$ cat src/design/u8ad_pkg.sv
// ----------------------------------------------------------------------------
// u8ad_pkg
// Shared types, Arabic code point ranges and UTF-8 lead byte decoding.
// ----------------------------------------------------------------------------
package u8ad_pkg;

  typedef logic [7:0]  text_byte_t;
  typedef logic [20:0] code_point_t;
  typedef logic [2:0]  seq_len_t;

  typedef struct packed {
    text_byte_t text_byte;
    logic       end_of_text;
  } item_t;

  typedef struct packed {
    logic [3:0][7:0] bytes;
    logic [2:0]      len;
  } scan_req_t;

  localparam code_point_t RANGE0_LO = 21'h000600;
  localparam code_point_t RANGE0_HI = 21'h0006FF;
  localparam code_point_t RANGE1_LO = 21'h000750;
  localparam code_point_t RANGE1_HI = 21'h00077F;
  localparam code_point_t RANGE2_LO = 21'h0008A0;
  localparam code_point_t RANGE2_HI = 21'h0008FF;
  localparam code_point_t RANGE3_LO = 21'h00FB50;
  localparam code_point_t RANGE3_HI = 21'h00FDFF;
  localparam code_point_t RANGE4_LO = 21'h00FE70;
  localparam code_point_t RANGE4_HI = 21'h00FEFF;

  localparam seq_len_t LEN_NONE  = 3'd0;
  localparam seq_len_t LEN_TWO   = 3'd2;
  localparam seq_len_t LEN_THREE = 3'd3;
  localparam seq_len_t LEN_FOUR  = 3'd4;

  function automatic seq_len_t lead_len(input text_byte_t b);
    seq_len_t n;
    n = LEN_NONE;
    if ((b & 8'hE0) == 8'hC0) begin
      n = LEN_TWO;
    end else if ((b & 8'hF0) == 8'hE0) begin
      n = LEN_THREE;
    end else if ((b & 8'hF8) == 8'hF0) begin
      n = LEN_FOUR;
    end
    return n;
  endfunction

endpackage

$ cat src/design/utf8_arabic_script_detector_unit.sv
// ----------------------------------------------------------------------------
// utf8_arabic_script_detector_unit
// Detects Arabic-script code points in a UTF-8 byte stream, one result a text.
// ----------------------------------------------------------------------------
// The block takes one text byte per transfer and accepts a new byte in every
// cycle while no final byte waits on an occupied result register. Each byte
// passes an input register and then combinational decode and range-check
// logic that updates the sequence state and, on the byte marked by in_tlast,
// loads the result register. The result transfer is offered from that
// register, and the input keeps flowing while a result waits on out_tready
// until the next final byte meets the occupied result register.
module utf8_arabic_script_detector_unit (
  input  logic       clk,
  input  logic       rst_n,
  input  logic       in_tvalid,
  output logic       in_tready,
  input  logic [7:0] in_tdata,   // [7:0] text_byte
  input  logic       in_tlast,   // end_of_text
  output logic       out_tvalid,
  input  logic       out_tready,
  output logic [7:0] out_tdata   // [0] has_arabic, [7:1] zero
);

  logic            in_valid_r;
  u8ad_pkg::item_t item_r;
  logic            advance;
  logic            res_flag;

  assign in_tready = !in_valid_r || advance;

  always_ff @(posedge clk) begin
    if (in_tvalid && in_tready) begin
      item_r.text_byte   <= in_tdata;
      item_r.end_of_text <= in_tlast;
    end
    if (!rst_n) begin
      in_valid_r <= 1'b0;
    end else if (in_tready) begin
      in_valid_r <= in_tvalid;
    end
  end

  u8ad_core u_core (
    .clk        (clk),
    .rst_n      (rst_n),
    .item_valid (in_valid_r),
    .item       (item_r),
    .advance    (advance),
    .res_valid  (out_tvalid),
    .res_ready  (out_tready),
    .res_flag   (res_flag)
  );

  assign out_tdata = {7'd0, res_flag};

endmodule

$ cat src/design/u8ad_scan.sv
// ----------------------------------------------------------------------------
// u8ad_scan
// Scans up to four bytes as a complete short text and reports whether any
// fully present sequence decodes to a code point in an Arabic range.
// ----------------------------------------------------------------------------
module u8ad_scan (
  input  u8ad_pkg::scan_req_t req,
  output logic                hit
);

  logic [7:0]         pad [0:6];
  logic [7:0]         reach;
  u8ad_pkg::seq_len_t n;

  function automatic u8ad_pkg::code_point_t decode(
    input logic [7:0] b0,
    input logic [7:0] b1,
    input logic [7:0] b2,
    input logic [7:0] b3,
    input u8ad_pkg::seq_len_t len
  );
    u8ad_pkg::code_point_t cp;
    case (len)
      u8ad_pkg::LEN_TWO:   cp = {10'd0, b0[4:0], b1[5:0]};
      u8ad_pkg::LEN_THREE: cp = {5'd0, b0[3:0], b1[5:0], b2[5:0]};
      u8ad_pkg::LEN_FOUR:  cp = {b0[2:0], b1[5:0], b2[5:0], b3[5:0]};
      default:             cp = '0;
    endcase
    return cp;
  endfunction

  function automatic logic in_range(input u8ad_pkg::code_point_t cp);
    return (cp >= u8ad_pkg::RANGE0_LO && cp <= u8ad_pkg::RANGE0_HI) ||
           (cp >= u8ad_pkg::RANGE1_LO && cp <= u8ad_pkg::RANGE1_HI) ||
           (cp >= u8ad_pkg::RANGE2_LO && cp <= u8ad_pkg::RANGE2_HI) ||
           (cp >= u8ad_pkg::RANGE3_LO && cp <= u8ad_pkg::RANGE3_HI) ||
           (cp >= u8ad_pkg::RANGE4_LO && cp <= u8ad_pkg::RANGE4_HI);
  endfunction

  always_comb begin
    for (int k = 0; k < 4; k++) begin
      pad[k] = req.bytes[k];
    end
    for (int k = 4; k < 7; k++) begin
      pad[k] = '0;
    end
    reach    = '0;
    reach[0] = 1'b1;
    hit      = 1'b0;
    n        = u8ad_pkg::LEN_NONE;
    for (int p = 0; p < 4; p++) begin
      n = u8ad_pkg::lead_len(pad[p]);
      if (reach[p] && (4'(p) < {1'b0, req.len})) begin
        if ((n != u8ad_pkg::LEN_NONE) && ((4'(p) + {1'b0, n}) <= {1'b0, req.len})) begin
          if (in_range(decode(pad[p], pad[p+1], pad[p+2], pad[p+3], n))) begin
            hit = 1'b1;
          end
          reach[3'(p) + n] = 1'b1;
        end else begin
          reach[p+1] = 1'b1;
        end
      end
    end
  end

endmodule

$ cat src/design/u8ad_core.sv
// ----------------------------------------------------------------------------
// u8ad_core
// Sequence state, sticky hit flag and the registered result stage.
// ----------------------------------------------------------------------------
module u8ad_core (
  input  logic            clk,
  input  logic            rst_n,
  input  logic            item_valid,
  input  u8ad_pkg::item_t item,
  output logic            advance,
  output logic            res_valid,
  input  logic            res_ready,
  output logic            res_flag
);

  logic [7:0]         held_r [0:2];
  logic [7:0]         held_nxt [0:2];
  logic [1:0]         cnt_r, cnt_nxt;
  u8ad_pkg::seq_len_t exp_r, exp_nxt;
  logic               found_r, found_nxt;
  logic               res_valid_r, res_valid_nxt;
  logic               res_flag_r, res_flag_nxt;
  logic               res_free;
  logic               fire;
  logic               hit;
  u8ad_pkg::seq_len_t lead_n;
  u8ad_pkg::scan_req_t req;

  // Only a final byte needs the result register, so other bytes never wait.
  assign res_free = !res_valid_r || res_ready;
  assign advance  = !item.end_of_text || res_free;
  assign fire     = item_valid && advance;
  assign lead_n   = u8ad_pkg::lead_len(item.text_byte);

  always_comb begin
    for (int k = 0; k < 4; k++) begin
      if (k < 3 && 2'(k) < cnt_r) begin
        req.bytes[k] = held_r[k < 3 ? k : 0];
      end else if (3'(k) == {1'b0, cnt_r}) begin
        req.bytes[k] = item.text_byte;
      end else begin
        req.bytes[k] = '0;
      end
    end
    req.len = {1'b0, cnt_r} + 3'd1;
  end

  u8ad_scan u_scan (
    .req (req),
    .hit (hit)
  );

  always_comb begin
    for (int k = 0; k < 3; k++) begin
      held_nxt[k] = held_r[k];
    end
    cnt_nxt       = cnt_r;
    exp_nxt       = exp_r;
    found_nxt     = found_r;
    res_valid_nxt = res_valid_r;
    res_flag_nxt  = res_flag_r;
    if (res_free) begin
      res_valid_nxt = 1'b0;
    end
    if (fire) begin
      if (item.end_of_text) begin
        res_valid_nxt = 1'b1;
        res_flag_nxt  = found_r || hit;
        cnt_nxt       = '0;
        exp_nxt       = u8ad_pkg::LEN_NONE;
        found_nxt     = 1'b0;
      end else if (exp_r == u8ad_pkg::LEN_NONE) begin
        if (lead_n != u8ad_pkg::LEN_NONE) begin
          held_nxt[0] = item.text_byte;
          cnt_nxt     = 2'd1;
          exp_nxt     = lead_n;
        end
      end else if (({1'b0, cnt_r} + 3'd1) >= exp_r) begin
        found_nxt = found_r || hit;
        cnt_nxt   = '0;
        exp_nxt   = u8ad_pkg::LEN_NONE;
      end else if (cnt_r != 2'd3) begin
        held_nxt[cnt_r] = item.text_byte;
        cnt_nxt         = cnt_r + 2'd1;
      end
    end
  end

  always_ff @(posedge clk) begin
    for (int k = 0; k < 3; k++) begin
      held_r[k] <= held_nxt[k];
    end
    res_flag_r <= res_flag_nxt;
    if (!rst_n) begin
      cnt_r       <= '0;
      exp_r       <= u8ad_pkg::LEN_NONE;
      found_r     <= 1'b0;
      res_valid_r <= 1'b0;
    end else begin
      cnt_r       <= cnt_nxt;
      exp_r       <= exp_nxt;
      found_r     <= found_nxt;
      res_valid_r <= res_valid_nxt;
    end
  end

  assign res_valid = res_valid_r;
  assign res_flag  = res_flag_r;

endmodule

$ cat config.mk
export PLATFORM = sky130hd
export DESIGN_NAME = utf8_arabic_script_detector_unit
export DESIGN_NICKNAME = d
export VERILOG_FILES = /design/src/design/u8ad_pkg.sv /design/src/design/utf8_arabic_script_detector_unit.sv /design/src/design/u8ad_scan.sv /design/src/design/u8ad_core.sv
export SDC_FILE = /design/constraint.sdc
export NUM_CORES = 1
export LEC_CHECK = 0
export ABC_AREA = 1
export BUFFER_PORTS_ARGS = -buffer_cell sky130_fd_sc_hd__buf_2
export CAP_MARGIN = 20
export CORE_ASPECT_RATIO = 1.2
export CORE_UTILIZATION = 55
export DETAILED_ROUTE_END_ITERATION = 8
export MAX_ROUTING_LAYER = met4
export PLACE_DENSITY = 0.73
export SLEW_MARGIN = 20
export SYNTH_ARGS = -nofsm -noshare
export SYNTH_HDL_FRONTEND = slang
export SYNTH_HIERARCHICAL = 1
export SYNTH_SLANG_ARGS = --single-unit
$ cat constraint.sdc
create_clock -name clk -period 10.1 [get_ports clk]
set_input_delay 2.02 -clock clk [delete_from_list [all_inputs] [get_ports clk]]
set_output_delay 2.02 -clock clk [all_outputs]
set_load 0.03 [all_outputs]
* Word level (Yosys, flattened, before mapping)
Memories as Yosys holds them, arrays and structs flattened.
Cells that the tools add are included.
W data, S select, Z words.
** Operators by class
- Shift-type cells :: 0
- Add/subtract/negate cells :: 7
- Bitwise gates (word level) :: 3
- Equal/unequal tests :: 33
- Mux-type cells :: 87
- Magnitude comparators :: 60
- Div/mod/pow operators :: 0
- Multiply operators :: 0
- Reduce and logical (&&, ||, !) cells :: 70
** Operator list (number)
- $pmux W21 S3 :: 4
- $ge A21 B11 Y1 const B :: 8
- $ge A21 B16 Y1 const B :: 8
- $le A21 B11 Y1 const B :: 8
- $le A21 B16 Y1 const B :: 8
- $mux W21 :: 8
- $mux W24 :: 4
- $mux W8 :: 12
- $ge A21 B12 Y1 const B :: 4
- $le A21 B12 Y1 const B :: 4
- $mux W3 :: 20
- $logic_and A1 B1 Y1 :: 33
- $eq A3 B3 Y1 const B :: 9
- $eq A5 B5 Y1 const B :: 5
- $bwmux W24 :: 1
- $eq A3 B2 Y1 const B :: 8
- $mux W1 :: 24
- $eq A4 B4 Y1 const B :: 5
- $logic_or A1 B1 Y1 :: 20
- $reduce_bool A3 Y1 :: 6
- $demux W8 S2 :: 1
- $mux W16 :: 1
- $or A8 B8 Y8 :: 2
- $le A4 B3 Y1 :: 3
- 33 further kinds :: 54
** Storage, ports and cells
- Bits in latches :: 0
- Bits in registers :: 18
- Output and inout bits :: 10
- Logic and storage cells :: 269
- Input port bits :: 13
- ROM bits :: 0
- Memory bits (writable) :: 24
- Memories :: 1
** Memory list
- u_core.held_r :: depth 3, bits a word 8, rd ports 3, clocked after memory_dff 0, write ports 3, line u8ad_core.sv:16 : logic [7:0] held_r [0:2];

* Logic depth before layout (Yosys ltp)
- Depth in word-level cells :: 34
- Mapped depth :: 30
- Mapped depth without buffers :: 26

* Cells and area by module
Netlist, hierarchy kept.
** By module, submodules not included
- u8ad_scan :: times used 1, area an instance 2278.4 µm², seq. area each 0.0 µm², cells each 462
- u8ad_core :: times used 1, area an instance 1873.0 µm², seq. area each 890.9 µm², cells each 231
- utf8_arabic_script_detector_unit :: times used 1, area an instance 385.4 µm², seq. area each 290.3 µm², cells each 25

* Least setup slack after synthesis
OpenSTA, ideal clock, no wires.
- Path kind :: input -> output
- Start point :: in out_tready
- End point :: out in_tready
- Path buffers :: 0
- Arrival time :: 2.339 ns
- Cell stages on the path :: 4
- Data required time :: 8.080 ns
- Setup slack :: 5.741 ns
- Path through :: inv_1 -> nand3_2 -> inv_2 -> nand2_2
** Between the ends
- Cells in the longest elaborated chain, start to end :: 3
** Ends and longest elaborated chain
- from (decl) :: line utf8_arabic_script_detector_unit.sv:20 : input logic out_tready,
- $logic_or A1 B1 Y1 :: line u8ad_core.sv:30 : assign res_free = !res_valid_r || res_ready;
- $logic_or A1 B1 Y1 :: line u8ad_core.sv:31 : assign advance = !item.end_of_text || res_free;
- net advance :: line utf8_arabic_script_detector_unit.sv:26 : logic advance;
- $logic_or A1 B1 Y1 :: line utf8_arabic_script_detector_unit.sv:29 : assign in_tready = !in_valid_r || advance;
- to (decl) :: line utf8_arabic_script_detector_unit.sv:16 : output logic in_tready,
The timed path passes the listed nets, and every way through them passes these cells.

==> flow_summary.ini <==
[run_status]
status = finished with violations
violations = design-rule violations

[critical_path]
critPathBufInv = 2
crit_type = reg2reg
required_ns = 10.29
reg2regPathDepth = 21
rrSetupSlack_ns = 4.96
crit_arrival_ns = 5.32
cp_max_fo = 16
worstReg2RegStart = u_core/cnt_r[1]
crit_path_end_kind = flop
path_delay_family = compound AO/OA/AOI/OAI gates
r2r_end = u_core/found_r
path_cells = ha_1 > inv_1 > nand2_1 > o21ai_0 > inv_2 > nor2_1 > nand2_1 > fa_1 > nor2_1 > o21ai_0 > a32o_1 > o21ai_0 > a21oi_1 > nor2_1 > o21ai_0 > nand4_1 > or2_2 > nand2_1 > nand4_1 > nand2_1 > nor2_1
crit_path_top_delay_cell = o21ai_0
crit_path_start_kind = flop
slowest_delay_ns = 0.98

[placed_design]
hpwl_um = 9340
io_buffers = 15
finalWeightedCongestion = 0.937

[synthesis]
yosys_warnings = 6
ys_types = 45
synth-seq-cells = 42
ys_seq_area_share_pct = 26.0
avgSynthCellArea_um2 = 6.32
netlist_instances = 718
syn_area_um2 = 4540

[clock_network]
htree_levels = 2
cts-resized-gates = 0
cts_setup_buffers = 0
clock-sinks = 42
clock_path_buffers = 2
cts.clk_slew.worst_paths_ns = 0.07
clock_latency_ns = 0.29
root_buffer = clkbuf_8
cts_hold_buf = 0
cts-buffers-inserted = 5
cts_tree = yes

[pwr]
combinationalPowerShare_pct = 26.9
power_density_nw_per_um2 = 89.3
power_frac_seq_pct = 47.8
pwr-share-clk_pct = 25.3
p_leak_nw = 2.18
intPower_mw = 0.277
total_power_mw = 0.421
netSwitchingPower_mw = 0.144
vdd_drop_max_mv = 0.123
p_sw_share_pct = 34.3

[drt]
avgViaCountPerCell = 5.59
route.detailed.drc = 2
wire_per_inst_um = 14.4
antenna_left = 0
drt-initial-drc-count = 389
wl_um = 11800
dr_total_vias = 4593
dr.pass1.iters = 7

[global_routing]
grtUsageTotal_pct = 29.8
grt_overflow = 0
grtUsageMet1_pct = 34.4
grt_max_degree = 17
met3_usage_pct = 2.28
use_met2_pct = 55.1
grt_pass1_vias = 4272
antenna_found_initial = 0
busiest_layer = met2
grt_pass1_wl_um = 19700

[sta]
timing.hold.ws_ns = 0.510
relSlewSlack_pct = 18.8
finalHoldViolCount = 0
fmax_mhz = 195
slew_viol_final = 0
finalSetupTns_ns = 0
rsz0062_at_grt = no
post-route-period-util_pct = 50.8
clock_skew_ns = 0.0119
finalCriticalPeriod_ns = 5.14
finalSetupViolations = 0
tightestPinTransition_ns = 1.21

[layout]
antenna-diode-count = 0
drive_gt1_share_pct = 10.4
nets = 766
fillers = 754
syn_to_final_growth_pct = 3.97

[floorplanning]
die_width_um = 84.9
row_count = 35
dieArea_um2 = 8620
ioPinCount = 23
core_area_um2 = 7840
start_util_pct = 57.9
die-height_um = 101

[worst_hold_path]
min_from = u_core/found_r
whs_endpoint = u_core/found_r
whs_path_depth = 4
hold_class = reg2reg

[flow_run]
drv_cap = 0
-- cell type report --
type,count,area [um2],area share (%)
Clock buffer,5,68.8,1.46
Timing Repair Buffer,16,82.6,1.75
Tap cell,92,115,2.44
Multi-Input combinational cell,554,2840,60.2
Inverter,110,413,8.75
Clock inverter,3,18.8,0.398
Sequential cell,42,1180,25.0
-- worst reg2reg max path, cell delays in order, from the launching register on --
cell and delay (ns):
dfxtp_1 0.45, ha_1 0.52, inv_1 0.21, nand2_1 0.19, o21ai_0 0.98, inv_2 0.20, nor2_1 0.32, nand2_1 0.19
fa_1 0.53, nor2_1 0.05, o21ai_0 0.07, a32o_1 0.14, o21ai_0 0.11, a21oi_1 0.15, nor2_1 0.06, o21ai_0 0.15
nand4_1 0.13, or2_2 0.31, nand2_1 0.06, nand4_1 0.09, nand2_1 0.08, nor2_1 0.04
-- cells in the final DEF (no fill, tap or decap), drive strengths merged --
cell type / count
o31ai: 1
fa: 1
or2: 1
nor3: 15
nand3: 73
o21a: 1
a21oi: 18
conb: 7
nor2: 96
clkinv: 2
and3: 1
a22o: 1
nand3b: 1
a32oi: 1
inv: 111
buf: 16
and2: 2
o22ai: 8
edfxtp: 34
nand2b: 1
nor4: 1
o211ai: 1
o21ai: 53
a31oi: 1
o21bai: 2
nand2: 221
dfxtp: 8
nor3b: 2
xnor2: 1
nand4: 20
ha: 23
clkbuf: 5
a32o: 1
-- state kept, by name, summed over array words and instances, names as in the netlist --
name / cells
in_valid_r: 1
item_r: 9
u_core/cnt_r: 2
u_core/exp_r: 3
u_core/found_r: 1
u_core/held_r: 24
u_core/res_flag: 1
u_core/res_valid: 1
-- worst max-delay path by stage --
stage	to	from	slack, ns	cells past startpoint
3_3_place_gp	u_core/found_r	u_core/cnt_r[1]	5.39	21
3_5_place_dp	u_core/found_r	u_core/cnt_r[1]	5.20	21
6_report	u_core/found_r	u_core/cnt_r[1]	4.96	21
5_1_grt	u_core/found_r	u_core/cnt_r[1]	4.76	21
4_1_cts	u_core/found_r	u_core/cnt_r[1]	5.18	21
2_1_floorplan	in_tready	out_tready	5.74	4
-- per-stage QoR --
step	area, um2	setup slack, ns	utilization (%)	cells
6_report	4720	4.96	60.2	822
5_1_grt	4720	4.76	60.2	822
4_1_cts	4720	5.18	60.2	822
3_5_place_dp	4630	5.20	59.1	814
3_3_place_gp	4630	5.39	59.1	814
2_1_floorplan	4560	5.74	-	724
-- Yosys cell counts (all sizes together) --
library cell    n  share of area, %
a21oi          18               2.1
a22o            1              0.19
a31oi           1              0.14
a32o            1              0.22
a32oi           1              0.19
and2            2              0.28
and3            1              0.14
buf            15               2.6
clkbuf          3              0.25
conb            1             0.083
dfxtp           8               3.5
edfxtp         34                23
fa              1              0.44
ha             23               6.3
inv           110               9.1
nand2         221                19
nand2b          1              0.14
nand3          73               9.0
nand3b          1              0.44
nand4          20               2.8
nor2           96               9.3
nor3           15               1.8
nor3b           2              0.33
nor4            1              0.14
o211ai          1              0.17
o21a            1              0.17
o21ai          53               6.6
o21bai          2              0.33
o22ai           8               1.1
o31ai           1              0.17
or2             1              0.14
xnor2           1              0.19
-- metal layers --
metal | vias to the layer above | share of wire (%) | wire (um)
li1 | 2341 | - | -
met1 | 2080 | 42 | 4980
met2 | 148 | 51 | 6060
met3 | 24 | 4.9 | 577
met4 | 0 | 1.9 | 221
met5 | - | 0 | 0
-- cell families (layout without fill, tap and decap cells) --
| family | count (synthesis) | in the layout | share of synthesized area, % |
|---|---|---|---|
| AND/OR/NAND/NOR | 434 | 434 | 43.7 |
| buffers and inverters | 128 | 134 | 11.9 |
| AO/OA/AOI/OAI | 88 | 88 | 11.3 |
| flip-flops | 42 | 42 | 26.0 |
| adder cells (fa/ha/maj) | 24 | 24 | 6.78 |
| other | 1 | 7 | 0.0827 |
| XOR/XNOR | 1 | 1 | 0.193 |
-- power by group through the flow --
stage	clock [mW]	combinational [mW]	sequential, mW
floorplan	0	0.0917	0.203
global placement	0	0.109	0.205
detailed placement	0	0.112	0.205
CTS	0.108	0.112	0.201
global route	0.115	0.128	0.202
finish	0.107	0.114	0.201
No activity file was read; power rests on OpenSTA's default activity.
